$ cat src/rtl/bde_pkg.sv
`timescale 1ns / 1ps
package bde_pkg;

   // Button set
   localparam int BUTTONS         = 8;
   localparam int BTN_SLOTS       = 8;
   localparam int BTN_IDX_W       = $clog2(BTN_SLOTS);
   localparam int ZOOM_IN_BUTTON  = 0;
   localparam int ZOOM_OUT_BUTTON = 1;
   localparam int CENTER_BUTTON   = 4;

   // Fixed values
   localparam logic [4:0] ZOOM_START   = 5'd14;
   localparam logic [1:0] TALLY_MAX    = 2'd3;
   localparam logic [1:0] DOUBLE_COUNT = 2'd2;

   // Item kinds on the request side
   localparam logic MODE_SCAN = 1'b0;
   localparam logic MODE_POLL = 1'b1;

   // Configuration register map
   localparam int         CSR_AW        = 5;
   localparam logic [2:0] REG_DEBOUNCE  = 3'd0;
   localparam logic [2:0] REG_HOLD      = 3'd1;
   localparam logic [2:0] REG_DCLICK    = 3'd2;
   localparam logic [2:0] REG_SCAN_IV   = 3'd3;
   localparam logic [2:0] REG_ZOOM_LO   = 3'd4;
   localparam logic [2:0] REG_ZOOM_HI   = 3'd5;

   // Result item layout in rsp_tdata
   localparam int RSP_KIND_LSB   = 0;
   localparam int RSP_BTN_LSB    = 2;
   localparam int RSP_DOWN_LSB   = 5;
   localparam int RSP_ZOOM_LSB   = 13;
   localparam int RSP_SELECT_BIT = 18;
   localparam int RSP_TAKEN_BIT  = 19;
   localparam int RSP_W          = 24;

   typedef enum logic [1:0] {
      EV_NONE   = 2'd0,
      EV_PRESS  = 2'd1,
      EV_HOLD   = 2'd2,
      EV_DOUBLE = 2'd3
   } bde_event_type;

   typedef struct packed {
      logic [15:0] debounce;
      logic [15:0] hold;
      logic [15:0] dclick;
      logic [7:0]  scan_iv;
      logic [4:0]  zoom_lo;
      logic [4:0]  zoom_hi;
   } bde_cfg_type;

   // Per-button control from the top level
   typedef struct packed {
      logic scan;
      logic clr_pend;
      logic clr_tally;
   } bde_cell_ctl_type;

   // Per-button status toward zoom logic and poll arbiter
   typedef struct packed {
      logic down;
      logic down_nx;
      logic pend_scan;
      logic pending;
      logic hold_hit;
      logic dbl_hit;
   } bde_cell_stat_type;

endpackage

$ cat src/rtl/bde_csr.sv
`timescale 1ns / 1ps
module bde_csr import bde_pkg::*; (
   input  logic              clock,
   input  logic              reset,
   input  logic              csr_psel,
   input  logic              csr_penable,
   input  logic              csr_pwrite,
   input  logic [CSR_AW-1:0] csr_paddr,
   input  logic [31:0]       csr_pwdata,
   output logic [31:0]       csr_prdata,
   output logic              csr_pready,
   output bde_cfg_type       cfg
);

   bde_cfg_type cfg_ff, cfg_in;
   logic        wr_en;
   logic [2:0]  reg_idx;

   assign csr_pready = 1'b1;
   assign wr_en      = csr_psel & csr_penable & csr_pwrite & csr_pready;
   assign reg_idx    = csr_paddr[CSR_AW-1:2];
   assign cfg        = cfg_ff;

   // Decode register writes
   always_comb begin
      cfg_in = cfg_ff;
      if (wr_en) begin
         unique case (reg_idx)
            REG_DEBOUNCE: cfg_in.debounce = csr_pwdata[15:0];
            REG_HOLD:     cfg_in.hold     = csr_pwdata[15:0];
            REG_DCLICK:   cfg_in.dclick   = csr_pwdata[15:0];
            REG_SCAN_IV:  cfg_in.scan_iv  = csr_pwdata[7:0];
            REG_ZOOM_LO:  cfg_in.zoom_lo  = csr_pwdata[4:0];
            REG_ZOOM_HI:  cfg_in.zoom_hi  = csr_pwdata[4:0];
            default:      cfg_in = cfg_ff;
         endcase
      end
   end

   // Read back
   always_comb begin
      unique case (reg_idx)
         REG_DEBOUNCE: csr_prdata = {16'd0, cfg_ff.debounce};
         REG_HOLD:     csr_prdata = {16'd0, cfg_ff.hold};
         REG_DCLICK:   csr_prdata = {16'd0, cfg_ff.dclick};
         REG_SCAN_IV:  csr_prdata = {24'd0, cfg_ff.scan_iv};
         REG_ZOOM_LO:  csr_prdata = {27'd0, cfg_ff.zoom_lo};
         REG_ZOOM_HI:  csr_prdata = {27'd0, cfg_ff.zoom_hi};
         default:      csr_prdata = 32'd0;
      endcase
   end

   always_ff @(posedge clock) begin
      if (reset) begin
         cfg_ff.debounce <= 16'd50;
         cfg_ff.hold     <= 16'd1000;
         cfg_ff.dclick   <= 16'd300;
         cfg_ff.scan_iv  <= 8'd5;
         cfg_ff.zoom_lo  <= 5'd10;
         cfg_ff.zoom_hi  <= 5'd18;
      end else begin
         cfg_ff <= cfg_in;
      end
   end

endmodule

$ cat src/rtl/bde_button_cell.sv
`timescale 1ns / 1ps
module bde_button_cell import bde_pkg::*; (
   input  logic              clock,
   input  logic              reset,
   input  bde_cell_ctl_type  ctl,
   input  logic              pressed,
   input  logic [31:0]       now_ms,
   input  bde_cfg_type       cfg,
   output bde_cell_stat_type stat
);

   logic        down_ff, down_in;
   logic        pend_ff, pend_in;
   logic [31:0] press_t_ff, press_t_in;
   logic [31:0] rel_t_ff, rel_t_in;
   logic [1:0]  tally_ff, tally_in;

   logic [31:0] since_press, since_rel;
   logic        edge_ok, take_press, take_rel, dc_expired;
   logic        pend_scan;
   logic [1:0]  tally_scan;

   assign since_press = now_ms - press_t_ff;
   assign since_rel   = now_ms - rel_t_ff;

   // Accept a level change once either debounce window has passed
   assign edge_ok    = (since_rel > {16'd0, cfg.debounce}) |
                       (since_press > {16'd0, cfg.debounce});
   assign take_press = (pressed != down_ff) & edge_ok & pressed;
   assign take_rel   = (pressed != down_ff) & edge_ok & ~pressed;
   assign dc_expired = since_press > {16'd0, cfg.dclick};
   assign pend_scan  = pend_ff | take_press;

   // Count presses, drop the count once the double-click window runs out
   always_comb begin
      if (take_press) begin
         tally_scan = (tally_ff < TALLY_MAX) ? tally_ff + 2'd1 : tally_ff;
      end else if (dc_expired) begin
         tally_scan = 2'd0;
      end else begin
         tally_scan = tally_ff;
      end
   end

   // Next state
   always_comb begin
      down_in    = down_ff;
      press_t_in = press_t_ff;
      rel_t_in   = rel_t_ff;
      tally_in   = tally_ff;
      pend_in    = pend_ff;
      if (ctl.scan) begin
         down_in  = take_press | (down_ff & ~take_rel);
         tally_in = tally_scan;
         pend_in  = pend_scan;
         if (take_press) begin
            press_t_in = now_ms;
         end
         if (take_rel) begin
            rel_t_in = now_ms;
         end
      end
      if (ctl.clr_pend) begin
         pend_in = 1'b0;
      end
      if (ctl.clr_tally) begin
         tally_in = 2'd0;
      end
   end

   always_ff @(posedge clock) begin
      if (reset) begin
         down_ff    <= 1'b0;
         pend_ff    <= 1'b0;
         press_t_ff <= 32'd0;
         rel_t_ff   <= 32'd0;
         tally_ff   <= 2'd0;
      end else begin
         down_ff    <= down_in;
         pend_ff    <= pend_in;
         press_t_ff <= press_t_in;
         rel_t_ff   <= rel_t_in;
         tally_ff   <= tally_in;
      end
   end

   // Status for zoom handling and polling; down_nx is the level after a scan
   assign stat.down      = down_ff;
   assign stat.down_nx   = take_press | (down_ff & ~take_rel);
   assign stat.pend_scan = pend_scan;
   assign stat.pending   = pend_ff;
   assign stat.hold_hit  = down_ff & (since_press > {16'd0, cfg.hold});
   assign stat.dbl_hit   = (tally_ff >= DOUBLE_COUNT) & (since_press < {16'd0, cfg.dclick});

endmodule

$ cat src/rtl/bde_poll_arbiter.sv
`timescale 1ns / 1ps
module bde_poll_arbiter import bde_pkg::*; (
   input  bde_cell_stat_type    stat [BTN_SLOTS],
   output bde_event_type        kind,
   output logic [BTN_IDX_W-1:0] button,
   output logic [BTN_SLOTS-1:0] clr_pend,
   output logic [BTN_SLOTS-1:0] clr_tally
);

   logic found;

   // Lowest button first; per button press, then hold, then double click
   always_comb begin
      found     = 1'b0;
      kind      = EV_NONE;
      button    = '0;
      clr_pend  = '0;
      clr_tally = '0;
      for (int i = 0; i < BTN_SLOTS; i++) begin
         if (!found) begin
            priority if (stat[i].pending) begin
               found       = 1'b1;
               kind        = EV_PRESS;
               button      = BTN_IDX_W'(i);
               clr_pend[i] = 1'b1;
            end else if (stat[i].hold_hit) begin
               found  = 1'b1;
               kind   = EV_HOLD;
               button = BTN_IDX_W'(i);
            end else if (stat[i].dbl_hit) begin
               found        = 1'b1;
               kind         = EV_DOUBLE;
               button       = BTN_IDX_W'(i);
               clr_tally[i] = 1'b1;
            end else begin
               found = 1'b0;
            end
         end
      end
   end

endmodule

$ cat src/rtl/button_debounce_event_engine.sv
`timescale 1ns / 1ps
// Debounce and event engine for eight active-low buttons. Each request item is
// either a scan (tuser 0: raw pin levels and the current millisecond time) or a
// poll (tuser 1) and gives exactly one response item. The block takes one item
// per clock cycle as long as the response side keeps taking items: an item is
// held in the input register, is resolved by the combinational per-button
// compare logic and the poll arbiter, and lands in the response register. The
// user must write the configuration registers over the APB-style port only
// while no item is in flight; the block itself does not enforce this.
module button_debounce_event_engine import bde_pkg::*; (
   input  logic              clock,
   input  logic              reset,
   // request channel
   input  logic              req_tvalid,
   output logic              req_tready,
   input  logic [39:0]       req_tdata,  // raw_levels[7:0], now_ms[39:8]
   input  logic              req_tuser,  // mode[0]
   // response channel
   output logic              rsp_tvalid,
   input  logic              rsp_tready,
   output logic [RSP_W-1:0]  rsp_tdata,  // event_kind[1:0], event_button[4:2],
                                         // down_mask[12:5], zoom_now[17:13],
                                         // center_select[18], scan_taken[19]
   // configuration port
   input  logic              csr_psel,
   input  logic              csr_penable,
   input  logic              csr_pwrite,
   input  logic [CSR_AW-1:0] csr_paddr,
   input  logic [31:0]       csr_pwdata,
   output logic [31:0]       csr_prdata,
   output logic              csr_pready
);

   bde_cfg_type cfg;

   // Input register
   logic                 in_vld_ff, in_vld_in;
   logic                 in_mode_ff;
   logic [BTN_SLOTS-1:0] in_raw_ff;
   logic [31:0]          in_now_ff;

   // Shared state
   logic [31:0] last_scan_ff, last_scan_in;
   logic [4:0]  zoom_ff, zoom_in;

   // Response register
   logic                 out_vld_ff, out_vld_in;
   bde_event_type        out_kind_ff;
   logic [BTN_IDX_W-1:0] out_btn_ff;
   logic [BTN_SLOTS-1:0] out_down_ff;
   logic [4:0]           out_zoom_ff;
   logic                 out_sel_ff;
   logic                 out_taken_ff;

   logic                 fire, accept, scan_go, poll_go, gate_ok;
   bde_cell_stat_type    stat [BTN_SLOTS];
   logic [BTN_SLOTS-1:0] pend_scan, pend_left, consume, down_nx;
   logic [4:0]           zoom_v;
   logic                 sel_v;
   bde_event_type        poll_kind;
   logic [BTN_IDX_W-1:0] poll_btn;
   logic [BTN_SLOTS-1:0] poll_clr_pend, poll_clr_tally;

   bde_csr u_csr (
      .clock       (clock),
      .reset       (reset),
      .csr_psel    (csr_psel),
      .csr_penable (csr_penable),
      .csr_pwrite  (csr_pwrite),
      .csr_paddr   (csr_paddr),
      .csr_pwdata  (csr_pwdata),
      .csr_prdata  (csr_prdata),
      .csr_pready  (csr_pready),
      .cfg         (cfg)
   );

   // Handshake: resolve the held item whenever the response slot frees up
   assign fire       = in_vld_ff & (~out_vld_ff | rsp_tready);
   assign req_tready = ~in_vld_ff | fire;
   assign accept     = req_tvalid & req_tready;
   assign in_vld_in  = accept | (in_vld_ff & ~fire);
   assign out_vld_in = fire | (out_vld_ff & ~rsp_tready);

   // Scan interval gate
   assign gate_ok = (in_now_ff - last_scan_ff) >= {24'd0, cfg.scan_iv};
   assign scan_go = fire & (in_mode_ff == MODE_SCAN) & gate_ok;
   assign poll_go = fire & (in_mode_ff == MODE_POLL);

   // Button cells; slots past the button count stay idle
   for (genvar i = 0; i < BTN_SLOTS; i++) begin : g_btn
      if (i < BUTTONS) begin : g_cell
         bde_cell_ctl_type ctl;
         assign ctl.scan      = scan_go;
         assign ctl.clr_pend  = (scan_go & consume[i]) | (poll_go & poll_clr_pend[i]);
         assign ctl.clr_tally = poll_go & poll_clr_tally[i];
         bde_button_cell u_cell (
            .clock   (clock),
            .reset   (reset),
            .ctl     (ctl),
            .pressed (~in_raw_ff[i]),
            .now_ms  (in_now_ff),
            .cfg     (cfg),
            .stat    (stat[i])
         );
      end else begin : g_none
         assign stat[i] = '0;
      end
      assign pend_scan[i] = stat[i].pend_scan;
      assign down_nx[i]   = scan_go ? stat[i].down_nx : stat[i].down;
   end

   // Zoom in, then zoom out, then centre select on presses still pending
   always_comb begin
      pend_left = pend_scan;
      zoom_v    = zoom_ff;
      sel_v     = 1'b0;
      if (pend_left[ZOOM_IN_BUTTON]) begin
         if (zoom_v < cfg.zoom_hi) begin
            zoom_v = zoom_v + 5'd1;
         end
         pend_left[ZOOM_IN_BUTTON] = 1'b0;
      end
      if (pend_left[ZOOM_OUT_BUTTON]) begin
         if (zoom_v > cfg.zoom_lo) begin
            zoom_v = zoom_v - 5'd1;
         end
         pend_left[ZOOM_OUT_BUTTON] = 1'b0;
      end
      if (pend_left[CENTER_BUTTON]) begin
         sel_v = 1'b1;
         pend_left[CENTER_BUTTON] = 1'b0;
      end
   end

   assign consume      = pend_scan & ~pend_left;
   assign zoom_in      = scan_go ? zoom_v : zoom_ff;
   assign last_scan_in = scan_go ? in_now_ff : last_scan_ff;

   bde_poll_arbiter u_arb (
      .stat      (stat),
      .kind      (poll_kind),
      .button    (poll_btn),
      .clr_pend  (poll_clr_pend),
      .clr_tally (poll_clr_tally)
   );

   // Control and shared state
   always_ff @(posedge clock) begin
      if (reset) begin
         in_vld_ff    <= 1'b0;
         out_vld_ff   <= 1'b0;
         last_scan_ff <= 32'd0;
         zoom_ff      <= ZOOM_START;
      end else begin
         in_vld_ff    <= in_vld_in;
         out_vld_ff   <= out_vld_in;
         last_scan_ff <= last_scan_in;
         zoom_ff      <= zoom_in;
      end
   end

   // Capture the request item
   always_ff @(posedge clock) begin
      if (accept) begin
         in_mode_ff <= req_tuser;
         in_raw_ff  <= req_tdata[BTN_SLOTS-1:0];
         in_now_ff  <= req_tdata[39:8];
      end
   end

   // Load the response item
   always_ff @(posedge clock) begin
      if (fire) begin
         out_kind_ff  <= poll_go ? poll_kind : EV_NONE;
         out_btn_ff   <= poll_go ? poll_btn : '0;
         out_down_ff  <= down_nx;
         out_zoom_ff  <= zoom_in;
         out_sel_ff   <= scan_go & sel_v;
         out_taken_ff <= scan_go;
      end
   end

   assign rsp_tvalid = out_vld_ff;
   assign rsp_tdata  = {4'd0, out_taken_ff, out_sel_ff, out_zoom_ff, out_down_ff,
                        out_btn_ff, out_kind_ff};

endmodule

$ cat config.mk
export PLATFORM = sky130hd
export DESIGN_NAME = button_debounce_event_engine
export DESIGN_NICKNAME = d
export VERILOG_FILES = /design/src/rtl/bde_pkg.sv /design/src/rtl/bde_csr.sv /design/src/rtl/bde_button_cell.sv /design/src/rtl/bde_poll_arbiter.sv /design/src/rtl/button_debounce_event_engine.sv
export SDC_FILE = /design/constraint.sdc
export NUM_CORES = 2
export LEC_CHECK = 0
export BUFFER_PORTS_ARGS = -buffer_cell sky130_fd_sc_hd__buf_2
export CORE_MARGIN = 2
export CORE_UTILIZATION = 23
export CTS_BUF_LIST = sky130_fd_sc_hd__clkbuf_2
export DETAILED_ROUTE_END_ITERATION = 6
export PLACE_DENSITY_LB_ADDON = 0.12
export SYNTH_ARGS = -nofsm -noshare
export SYNTH_HDL_FRONTEND = slang
export SYNTH_SLANG_ARGS = --single-unit
$ cat constraint.sdc
create_clock -name clock -period 21.2 [get_ports clock]
set_input_delay 1.06 -clock clock [delete_from_list [all_inputs] [get_ports clock]]
set_output_delay 1.06 -clock clock [all_outputs]
set_load 0.1 [all_outputs]
==> flow_metrics.tcl <==
set metrics [dict create \
    required_ps 22950 \
    stdcell_count 13950 \
    area_growth_pct 12.74 \
    port_buffers 104 \
    end_kind "flop" \
    drtPass1Iterations 7 \
    hold_path.class "primary input to flop" \
    final_max_slew_viol_count 0 \
    antenna_found_initial 45 \
    cts.repair.resized 0 \
    period_needed_ps 9008 \
    path_clk_slew_ps 100 \
    yosysMostFrequentCell "nor2_1" \
    slew_headroom_pct 19.03 \
    drt-vias-per-instance 5.065 \
    rows 206 \
    wl_met2_um 156000 \
    syn_area_per_cell_um2 7.813 \
    postSynthCellCount 9285 \
    root_buffer "clkbuf_2" \
    powerDensity_nw_per_um2 50.43 \
    setup_viol 0 \
    ys_types 116 \
    cp_num_buf_inv 3 \
    yosys_warnings 0 \
    num-fill-cells 34690 \
    worstMarginPinSlew_ps 1210 \
    routed_wl_um 328700 \
    worstSetupStartpointType "flop" \
    core_area_um2 314500 \
    synthTopCellsByArea "ha_1 (19%), dfxtp_1 (18%), mux2i_1 (7.7%), nor2_1 (5.7%), a21oi_1 (5.2%)" \
    htree_levels 4 \
    num_vias 70680 \
    p_leak_nw 33.13 \
    dp.cells 13360 \
    path_class "flop to flop" \
    arrival_ps 10760 \
    drv_cap 0 \
    synthFlopType "dfxtp_1" \
    critical_path.top_delay_family "compound AO/OA/AOI/OAI gates" \
    synth_edf_count 61 \
    drcViolationCount 1 \
    synth_top_area_share_pct 18.52 \
    synth_top_area_cell "ha_1" \
    io_pins 144 \
    nNetsFinal 10750 \
    grt_start_max_net_pins 90 \
    dr_wl_met3_um 11000 \
    final_antenna_net_count 0 \
    min_from "reset" \
    reg2reg_from "in_now_ff[1]$_DFFE_PP_" \
    numCtsBuffers 230 \
    drt_iter0_drc 4618 \
    path_max_fanout 48 \
    hpwlAfterDp_um 242400 \
    drive_gt1_share_pct 8.134 \
    met1Wirelength_um 149700 \
    ys_top_cells_by_count "nor2_1 (1101), ha_1 (1074), inv_1 (783)" \
    fmax_mhz 111.0 \
    overflow 0 \
    cts_buffer_depth 4 \
    grt_pass1_vias 68080 \
    max_stage_delay_ps 790 \
    grt_usage_pct 19.99 \
    cts_tree "yes" \
    async_flop_share_pct 0 \
    ys_seq_area_share_pct 20.43 \
    critPathLaunch "in_now_ff[1]$_DFFE_PP_" \
    synth_area_um2 72550 \
    top_layer "met5" \
    clkLatencyLatePin_ps 1870 \
    critPathSlowestCell "nor4_1" \
    tns_ps 0 \
    max-vdd-ir-drop_mv 0.03845 \
    outcome "finished, violations left" \
    grt_pass1_wl_um 472100 \
    skew_ps 198.4 \
    hold_viol 0 \
    rsz0062_at_grt "false" \
    initial_core_util_pct 23.07 \
    place_congestion 0.8932 \
    ys_ff_latch 710 \
    finalCritPeriodShare_pct 42.49 \
    cts_sinks 710 \
    die_area_um2 319900 \
    violations "design-rule violations" \
    fp.dieW_um 565.6 \
    avgRoutedWirePerCell_um 23.56 \
    die_h_um 565.6 \
]
power breakdown:
group / internal (mW) / total (mW) / switching [mW]
sequential: 1.38 / 1.40 / 0.0206
clock: 0.462 / 1.22 / 0.759
combinational: 0.548 / 1.51 / 0.959
cell usage in the layout (no fill, tap or decap), drive strengths merged, types with 107 or more instances in the layout:
cell type    count
nor2          1102
ha            1074
inv            781
a21oi          760
dfxtp          649
nand2          572
mux2i          559
o21ai          418
clkbuf         326
buf            279
a21o           278
nand4          212
xnor2          204
o21a           166
nor3           163
nand3          150
dlygate4sd3    137
xor2           119
a211oi         117
nand2b         112
nor2b          107
worst register-to-register path, delay by kind of cell, from the launching register on:
kind / cells / cell delay, ps
fa+ha+maj: 3 / 1080
simple gates: 10 / 2490
mux: 2 / 660
buf+inv: 3 / 1090
flops: 1 / 390
compound gates: 13 / 2840
xor+xnor: 1 / 480
sequential cells by signal, summed over array words and instances, names as in the netlist:
register                        count
zoom_ff                             5
out_zoom_ff                         5
in_mode_ff                          1
rsp_tvalid                          1
out_down_ff                         8
g_btn.g_cell.u_cell.rel_t_ff      256
g_btn.g_cell.u_cell.tally_ff       16
out_btn_ff                          3
last_scan_ff                       32
in_vld_ff                           1
out_taken_ff                        1
out_kind_ff                         2
g_btn.g_cell.u_cell.pend_ff         8
g_btn.g_cell.u_cell.press_t_ff    256
u_csr.cfg                          66
out_sel_ff                          1
in_raw_ff                           8
in_now_ff                          32
g_btn.g_cell.u_cell.down_ff         8
per-stage QoR:
step	cell area (um2)	worst slack [ps]	total power [mW]	hold WS, ps	util (%)
2_1_floorplan	72620	13710	2.446	436.3	-
3_3_place_gp	78210	12040	2.906	446.6	24.87
3_5_place_dp	78210	12030	2.909	460.3	24.87
4_1_cts	81710	12070	4.214	8.659	25.99
5_1_grt	81760	11640	4.428	199.4	26.00
6_report	81790	12190	4.125	276.5	26.01
cell families (layout without fill, tap and decap cells):
| kind of cell | count (synthesis) | after routing | share of synthesized area (%) |
|---|---|---|---|
| simple gates | 2880 | 2880 | 19.12 |
| compound gates | 2528 | 2528 | 23.00 |
| buf+inv | 1167 | 1625 | 6.388 |
| fa+ha+maj | 1091 | 1091 | 18.99 |
| flops | 710 | 710 | 20.43 |
| mux | 584 | 584 | 8.158 |
| xor+xnor | 323 | 323 | 3.899 |
| other cells | 2 | 52 | 0.01035 |
layout make-up:
class	instances	area [um2]	area share (%)
multi-input combinational	7427	53230	65.09
inverter	785	2948	3.604
timing repair buffer	416	3366	4.115
tap	4160	5205	6.364
clock buffer	326	1632	1.995
sequential	710	14830	18.13
clock inverter	98	501.7	0.6135
antenna	31	77.57	0.09485
worst paths after layout:
kind,endpoint,slack [ps],cells past startpoint
max,zoom_ff[4]$_SDFF_PP0_,12190,32
min,g_btn[1].g_cell.u_cell.press_t_ff[22]$_SDFFE_PP0P_,280,3
max reg2reg,zoom_ff[4]$_SDFF_PP0_,12190,32
min reg2reg,last_scan_ff[1]$_SDFFE_PP0P_,470,2
metal layers:
metal	global-route usage [%]	up-vias
met4	7.260	16
met5	0	-
met1	25.81	34200
met3	1.786	440
met2	34.45	1522
li1	-	34500
timing repair:
action | 4_1_cts | 5_1_grt
hold buffers | 137 | 0
buffers inserted | 0 | 0
endpoints found under the hold margin | 247 | 0
Note: power is estimated with default switching activity, not from simulation.
